<file path="src/rtl/bsbe_pkg.sv">
package bsbe_pkg;

    localparam int ROW_BYTES      = 64;
    localparam int BLOCK_ROWS_MAX = 64;
    localparam int WORD_SLOTS     = 8;
    localparam int WORD_W         = 64;
    localparam int MASK_W         = 64;
    localparam int BYTE_W         = 8;
    localparam int WIDX_W         = 3;
    localparam int RPB_W          = 7;
    localparam int ROWCNT_W       = 6;
    localparam int PADDR_W        = 3;
    localparam int PDATA_W        = 32;

    localparam int WORD_COUNT = ((ROW_BYTES + 7) / 8 > WORD_SLOTS) ? WORD_SLOTS
                              : (ROW_BYTES + 7) / 8;
    localparam logic [WIDX_W-1:0] LAST_WIDX = WIDX_W'(WORD_COUNT - 1);

    // Mask bits at or above the row length are ignored.
    localparam logic [MASK_W-1:0] ROW_BITS = (ROW_BYTES >= MASK_W) ? {MASK_W{1'b1}}
                                           : ((MASK_W'(1) << ROW_BYTES) - MASK_W'(1));

    localparam logic [RPB_W-1:0] RPB_RESET = RPB_W'(BLOCK_ROWS_MAX);
    localparam logic [RPB_W-1:0] RPB_MAX   = RPB_W'(BLOCK_ROWS_MAX);

    // Register index 0 at byte address 0; bit 2 selects the register slot.
    localparam logic REG_ROWS_PER_BLOCK = 1'b0;

    localparam logic OP_MASK = 1'b0;
    localparam logic OP_DATA = 1'b1;

    typedef logic [WORD_SLOTS-1:0][WORD_W-1:0] t_row;

    typedef struct packed {
        t_row row;
        logic block_end;
    } t_emit;

endpackage

</file>
<file path="src/rtl/bsbe_emit.sv">
module bsbe_emit (
    input  logic                      i_clk,
    input  logic                      i_rst_n,
    input  logic                      i_load,
    input  bsbe_pkg::t_emit           i_req,
    output logic                      o_busy,
    output logic                      o_out_valid,
    input  logic                      i_out_stall,
    output logic [bsbe_pkg::WIDX_W-1:0] o_word_index,
    output logic [bsbe_pkg::WORD_W-1:0] o_row_word,
    output logic                      o_last_of_row,
    output logic                      o_last_of_block
);
    import bsbe_pkg::*;

    logic              r_busy;
    logic [WIDX_W-1:0] r_widx;
    t_row              r_row;
    logic              r_block_end;
    logic              take;
    logic              last_word;

    assign take      = r_busy && !i_out_stall;
    assign last_word = (r_widx == LAST_WIDX);

    // Advance the word pointer on each taken item; free the buffer after the last.
    always_ff @(posedge i_clk) begin
        if (!i_rst_n) begin
            r_busy <= 1'b0;
            r_widx <= '0;
        end else if (i_load) begin
            r_busy <= 1'b1;
            r_widx <= '0;
        end else if (take) begin
            if (last_word) begin
                r_busy <= 1'b0;
            end else begin
                r_widx <= r_widx + WIDX_W'(1);
            end
        end
    end

    always_ff @(posedge i_clk) begin
        if (i_load) begin
            r_row       <= i_req.row;
            r_block_end <= i_req.block_end;
        end
    end

    assign o_busy          = r_busy;
    assign o_out_valid     = r_busy;
    assign o_word_index    = r_widx;
    assign o_row_word      = r_row[r_widx];
    assign o_last_of_row   = last_word;
    assign o_last_of_block = last_word && r_block_end;

endmodule

</file>
<file path="src/rtl/bitmask_sparse_byte_expander_unit.sv">
//  channel  | handshake                  | payload
//  ---------+----------------------------+-------------------------------------------
//  input    | i_in_valid / o_in_stall    | i_operation, i_row_mask, i_data_byte
//  output   | o_out_valid / i_out_stall  | o_word_index, o_row_word, o_last_of_row,
//           |                            | o_last_of_block
//  config   | psel/penable/pwrite/pready | paddr, pwdata, prdata (rows_per_block)
//
//  One input item is taken per cycle while o_in_stall is low; the lowest-set-bit
//  pick on the pending mask and the byte write into the row store settle within that cycle.
//  A completed row is handed to a one-row output buffer and leaves as eight words,
//  one per cycle while i_out_stall is low.
//  Items that do not complete a row are accepted while the buffer drains; an item
//  that completes a row is held until the buffer is free, which is the cycle after
//  its eighth word has been taken.
//  Reset is synchronous, active low; it clears the row state and sets
//  rows_per_block to 64. Output stall holds the buffer and, through it, any item
//  that completes a row.
module bitmask_sparse_byte_expander_unit (
    input  logic                          i_clk,
    input  logic                          i_rst_n,
    // input item channel
    input  logic                          i_in_valid,
    output logic                          o_in_stall,
    input  logic                          i_operation,
    input  logic [bsbe_pkg::MASK_W-1:0]   i_row_mask,
    input  logic [bsbe_pkg::BYTE_W-1:0]   i_data_byte,
    // result item channel
    output logic                          o_out_valid,
    input  logic                          i_out_stall,
    output logic [bsbe_pkg::WIDX_W-1:0]   o_word_index,
    output logic [bsbe_pkg::WORD_W-1:0]   o_row_word,
    output logic                          o_last_of_row,
    output logic                          o_last_of_block,
    // configuration port
    input  logic                          psel,
    input  logic                          penable,
    input  logic                          pwrite,
    input  logic [bsbe_pkg::PADDR_W-1:0]  paddr,
    input  logic [bsbe_pkg::PDATA_W-1:0]  pwdata,
    output logic [bsbe_pkg::PDATA_W-1:0]  prdata,
    output logic                          pready
);
    import bsbe_pkg::*;

    // Row build state. The row is open while any pending bit remains set.
    logic [MASK_W-1:0]                 r_pending;
    logic [WORD_SLOTS*8-1:0][BYTE_W-1:0] r_store;
    logic [ROWCNT_W-1:0]               r_row_cnt;
    logic [RPB_W-1:0]                  r_rows_per_block;

    logic [MASK_W-1:0]                 masked;
    logic [MASK_W-1:0]                 pick;
    logic [MASK_W-1:0]                 rest;
    logic [WORD_SLOTS*8-1:0][BYTE_W-1:0] filled;
    logic                              is_mask;
    logic                              row_open;
    logic                              completes;
    logic                              accept;
    logic                              emit;
    logic                              emit_busy;
    logic [RPB_W-1:0]                  limit;
    logic                              block_end;
    t_emit                             req;
    logic                              cfg_write;

    assign is_mask  = (i_operation == OP_MASK);
    assign masked   = i_row_mask & ROW_BITS;
    assign row_open = (r_pending != '0);

    // Isolate the lowest pending bit; that is where the next packed byte lands.
    assign pick = r_pending & (~r_pending + MASK_W'(1));
    assign rest = r_pending & ~pick;

    always_comb begin
        for (int j = 0; j < WORD_SLOTS * 8; j++) begin
            if (j < MASK_W && pick[j]) begin
                filled[j] = i_data_byte;
            end else begin
                filled[j] = r_store[j];
            end
        end
    end

    // An empty mask emits at once; a byte that fills the last pending bit emits too.
    assign completes = is_mask ? (masked == '0) : (row_open && (rest == '0));

    // Hold only the items that would need the output buffer while it is in use.
    assign o_in_stall = emit_busy && completes;
    assign accept     = i_in_valid && !o_in_stall;
    assign emit       = accept && completes;

    // Clamp the block length to 1..BLOCK_ROWS_MAX.
    always_comb begin
        if (r_rows_per_block == '0) begin
            limit = RPB_W'(1);
        end else if (r_rows_per_block > RPB_MAX) begin
            limit = RPB_MAX;
        end else begin
            limit = r_rows_per_block;
        end
    end
    assign block_end = ({1'b0, r_row_cnt} + RPB_W'(1)) >= limit;

    // An empty mask emits the all-zero row; otherwise emit the row with this byte merged.
    assign req.row       = is_mask ? t_row'('0) : t_row'(filled);
    assign req.block_end = block_end;

    always_ff @(posedge i_clk) begin
        if (!i_rst_n) begin
            r_pending <= '0;
            r_row_cnt <= '0;
        end else begin
            if (accept) begin
                if (is_mask) begin
                    r_pending <= masked;
                end else if (row_open) begin
                    r_pending <= rest;
                end
            end
            if (emit) begin
                if (block_end) begin
                    r_row_cnt <= '0;
                end else begin
                    r_row_cnt <= r_row_cnt + ROWCNT_W'(1);
                end
            end
        end
    end

    // Row store: clear on reset and on every new mask, merge each byte accepted while the row is open.
    always_ff @(posedge i_clk) begin
        if (!i_rst_n) begin
            r_store <= '0;
        end else if (accept) begin
            if (is_mask) begin
                r_store <= '0;
            end else if (row_open) begin
                r_store <= filled;
            end
        end
    end

    // Configuration register.
    assign cfg_write = psel && penable && pwrite && pready
                    && (paddr[2] == REG_ROWS_PER_BLOCK);

    always_ff @(posedge i_clk) begin
        if (!i_rst_n) begin
            r_rows_per_block <= RPB_RESET;
        end else if (cfg_write) begin
            r_rows_per_block <= pwdata[RPB_W-1:0];
        end
    end

    assign pready = 1'b1;
    assign prdata = (paddr[2] == REG_ROWS_PER_BLOCK)
                  ? PDATA_W'(r_rows_per_block) : '0;

    bsbe_emit u_emit (
        .i_clk           (i_clk),
        .i_rst_n         (i_rst_n),
        .i_load          (emit),
        .i_req           (req),
        .o_busy          (emit_busy),
        .o_out_valid     (o_out_valid),
        .i_out_stall     (i_out_stall),
        .o_word_index    (o_word_index),
        .o_row_word      (o_row_word),
        .o_last_of_row   (o_last_of_row),
        .o_last_of_block (o_last_of_block)
    );

endmodule

</file>
<file path="config.mk">
export PLATFORM = sky130hd
export DESIGN_NAME = bitmask_sparse_byte_expander_unit
export DESIGN_NICKNAME = d
export VERILOG_FILES = /design/src/rtl/bsbe_pkg.sv /design/src/rtl/bsbe_emit.sv /design/src/rtl/bitmask_sparse_byte_expander_unit.sv
export SDC_FILE = /design/constraint.sdc
export NUM_CORES = 2
export LEC_CHECK = 0
export BUFFER_PORTS_ARGS = -buffer_cell sky130_fd_sc_hd__buf_2
export CAP_MARGIN = 20
export CORE_MARGIN = 10
export CORE_UTILIZATION = 50
export CTS_CLUSTER_DIAMETER = 40
export DETAILED_ROUTE_END_ITERATION = 7
export PLACE_DENSITY_LB_ADDON = 0.08
export SLEW_MARGIN = 20
export SYNTH_ARGS = -nofsm -noshare
export SYNTH_HDL_FRONTEND = slang
export SYNTH_HIERARCHICAL = 1
export SYNTH_SLANG_ARGS = --single-unit
</file>
<file path="constraint.sdc">
create_clock -name i_clk -period 13.1 [get_ports i_clk]
set_clock_uncertainty 0.1 [all_clocks]
set_input_delay 0.655 -clock i_clk [delete_from_list [all_inputs] [get_ports i_clk]]
set_output_delay 0.655 -clock i_clk [all_outputs]
set_load 0.005 [all_outputs]
</file>
==> flow_summary.ini <==
[synth]
ys_ff_latch = 1106
ys_async_sr_fraction_pct = 0
synth_warnings = 6
syn_area_per_cell_sq_um = 9.97
synth_most_common_cell = nand2_1
syn-instance-count = 5084
synth-edff-count = 513
ys_seq_area_share_pct = 53.8
syn-cell-area_sq_um = 50700
synthFlopType = dfxtp_1
yosys.cell_types.count = 66
synth.area.top_cells = edfxtp_1 (30%), dfxtp_1 (23%), mux2i_1 (7.4%), nand3_1 (6.5%), nand2_1 (5.8%)
yosys.area.top_type_share_pct = 30.4
synth_area_leader_cell = edfxtp_1
synth_common_cells = nand2_1 (781), nand3_1 (661), dfxtp_1 (593), edfxtp_1 (513), o21ai_0 (481)

[sta]
drv_slew = 0
fmax_ghz = 0.140
hold_violations = 0
period_minus_slack_ns = 7.13
fin_crit_sh_pct = 54.4
relSlewSlack_pct = 23.8
worst_slack_ns = 5.97
finalSetupViolations = 0
worstMarginPinSlew_ns = 1.14
tns_ns = 0
grt_setup_unrepaired = false

[worst_setup_path]
path_buf_inv = 3
worstSetupPathType = reg2reg
cpMaxStageDelayCell = buf_4
crit_family = simple AND/OR/NAND/NOR gates
crit_path_end_kind = flop
worst_path_largest_cell_delay_ns = 0.91
cp.arrival_ns = 7.38
cp-start-kind = flop
ff2ff_setup_slack_ns = 5.97
crit_chain = nor4_1 -> and4_1 -> nand4bb_1 -> or4b_1 -> a222oi_1 -> o2111ai_1 -> nor4_4 -> o21ai_2 -> clkinvlp_4 -> buf_12 -> buf_4
worstPathRequired_ns = 13.35
worst-path-max-fanout = 145

[place]
pre_cts_slack_ns = 5.87
dp_hpwl_mm = 86.6
port_buffers = 165
dpl-instance-area_sq_um = 51800
gp_congestion = 0.925

[layout]
final_util_pct = 57.3
nNetsFinal = 5131
fillers = 8652
drive_gt1_share_pct = 13.8
fin_area_sq_um = 57500
area_delta_synth_final_pct = 13.5

[clock_network]
postCtsSetupRepairBufs = 0
clk_latency_ns = 0.76
cts.sinks = 1106
cts-root-buf = clkbuf_16
cts_made_buffers = 158
tritoncts = built
cts_max_path_buffers = 3
htree_levels = 4
clk_pin_slew_ns = 0.06

[floorplanning]
die_h_um = 338
row_count = 116
pin_count = 219
start_util_pct = 50.5
fp.coreArea_sq_um = 100000
die_w_um = 338
die-area_sq_um = 114000

[drt]
vias = 38800
drc = 0
drtPass1Iterations = 5
finalWirelength_mm = 147
drtAntennaViolNets = 0
wire_per_inst_um = 22.6
avgViaCountPerCell = 5.98
dr.first_iter.drc_count = 4215

[power_and_ir_drop]
ir_worst_vdd_v = 0.000118
power_density_nw_per_um2 = 148
p_leak_nw = 20.9
power_mw = 8.53

[global_route]
overflow = 0
gr-usage-met1_pct = 36.6
grt_max_degree = 237
grt_pass1_vias = 35100
grt.met3_usage_pct = 4.33
busiest_layer = met1
grt_use_total_pct = 24.5
use_met2_pct = 36.5
antenna_found_initial = 5
grt_pass1_wl_mm = 221

[job]
drv_cap = 0

[min_path]
hp-class = in2reg

[status]
status = completed
worst register-to-register path, cell delays in order (launching register included):
cell	delay, ns
dfxtp_1	0.58
nor4_1	0.84
and4_1	0.37
nand4bb_1	0.47
or4b_1	0.73
a222oi_1	0.39
o2111ai_1	0.31
nor4_4	0.42
o21ai_2	0.29
clkinvlp_4	0.49
buf_12	0.51
buf_4	1.20
through the flow:
step	hold WS [ns]	std cells
floorplan	0.328	5108
detailed placement	0.340	6199
finish	0.0573	6498
global route	0.0403	6495
CTS	0.00799	6494
global placement	0.334	6199
power breakdown:
part / leakage [nW] / internal (mW) / total [mW] / switching [mW]
clock network: 2.70 / 2.87 / 4.48 / 1.61
logic: 8.60 / 0.0948 / 0.410 / 0.315
registers: 9.64 / 3.60 / 3.64 / 0.0319
total: 20.9 / 6.57 / 8.53 / 1.96
worst paths after layout:
kind,to,depth (start not counted),from
max,u_emit/r_row[263],11,r_pending[15]
min,r_rows_per_block[6],3,pwdata[6]
max reg2reg,u_emit/r_row[263],11,r_pending[15]
min reg2reg,r_store[218],2,r_store[218]
what timing repair did:
action                                 in CTS  in global routing
endpoints found under the hold margin       2                  0
hold buffers                                2                  0
gates resized for setup                     0                  0
cells in the final DEF, fill, tap and decap left out, types with 64 or more instances in the layout:
cell	n
buf_2	156
mux2i_1	377
edfxtp_1	513
mux2_2	64
a21oi_1	154
nor2_1	412
mux4_2	128
dfxtp_1	590
clkbuf_16	164
o21ai_0	481
nand3_1	661
nand2_1	781
o21ai_1	104
layer usage:
metal / part of all wire, % / up-vias / routed length, um
li1: - / 18100 / -
met1: 46 / 19100 / 67700
met2: 44 / 1447 / 65100
met3: 7.8 / 179 / 11400
met4: 1.7 / 0 / 2510
met5: 0 / - / 0
layout make-up:
class                           instances  area [sq um]  share of cell area (%)
Antenna cell                            3          7.51                  0.0131
Clock buffer                          207          4390                    7.63
Clock inverter                         86          1220                    2.12
Inverter                               26           109                   0.189
Multi-Input combinational cell       3481         21300                    37.1
Sequential cell                      1106         27300                    47.4
Tap cell                             1357          1700                    2.95
Timing Repair Buffer                  232          1490                    2.59
flip-flops by register name, indices dropped and copies added (netlist names):
register,cells
u_emit/o_word_index,3
r_store,512
r_rows_per_block,7
u_emit/r_block_end,1
r_row_cnt,6
u_emit/o_busy,1
u_emit/r_row,512
r_pending,64
logic make-up after synthesis:
group / share of synthesized area (%)
simple gates: 17.7
flops: 53.8
compound gates: 9.18
mux: 14.6
buf+inv: 4.38
fa+ha+maj: 0.291
xor+xnor: 0.0864
other cells: 0.0148
No activity file was read; power rests on OpenSTA's default activity.
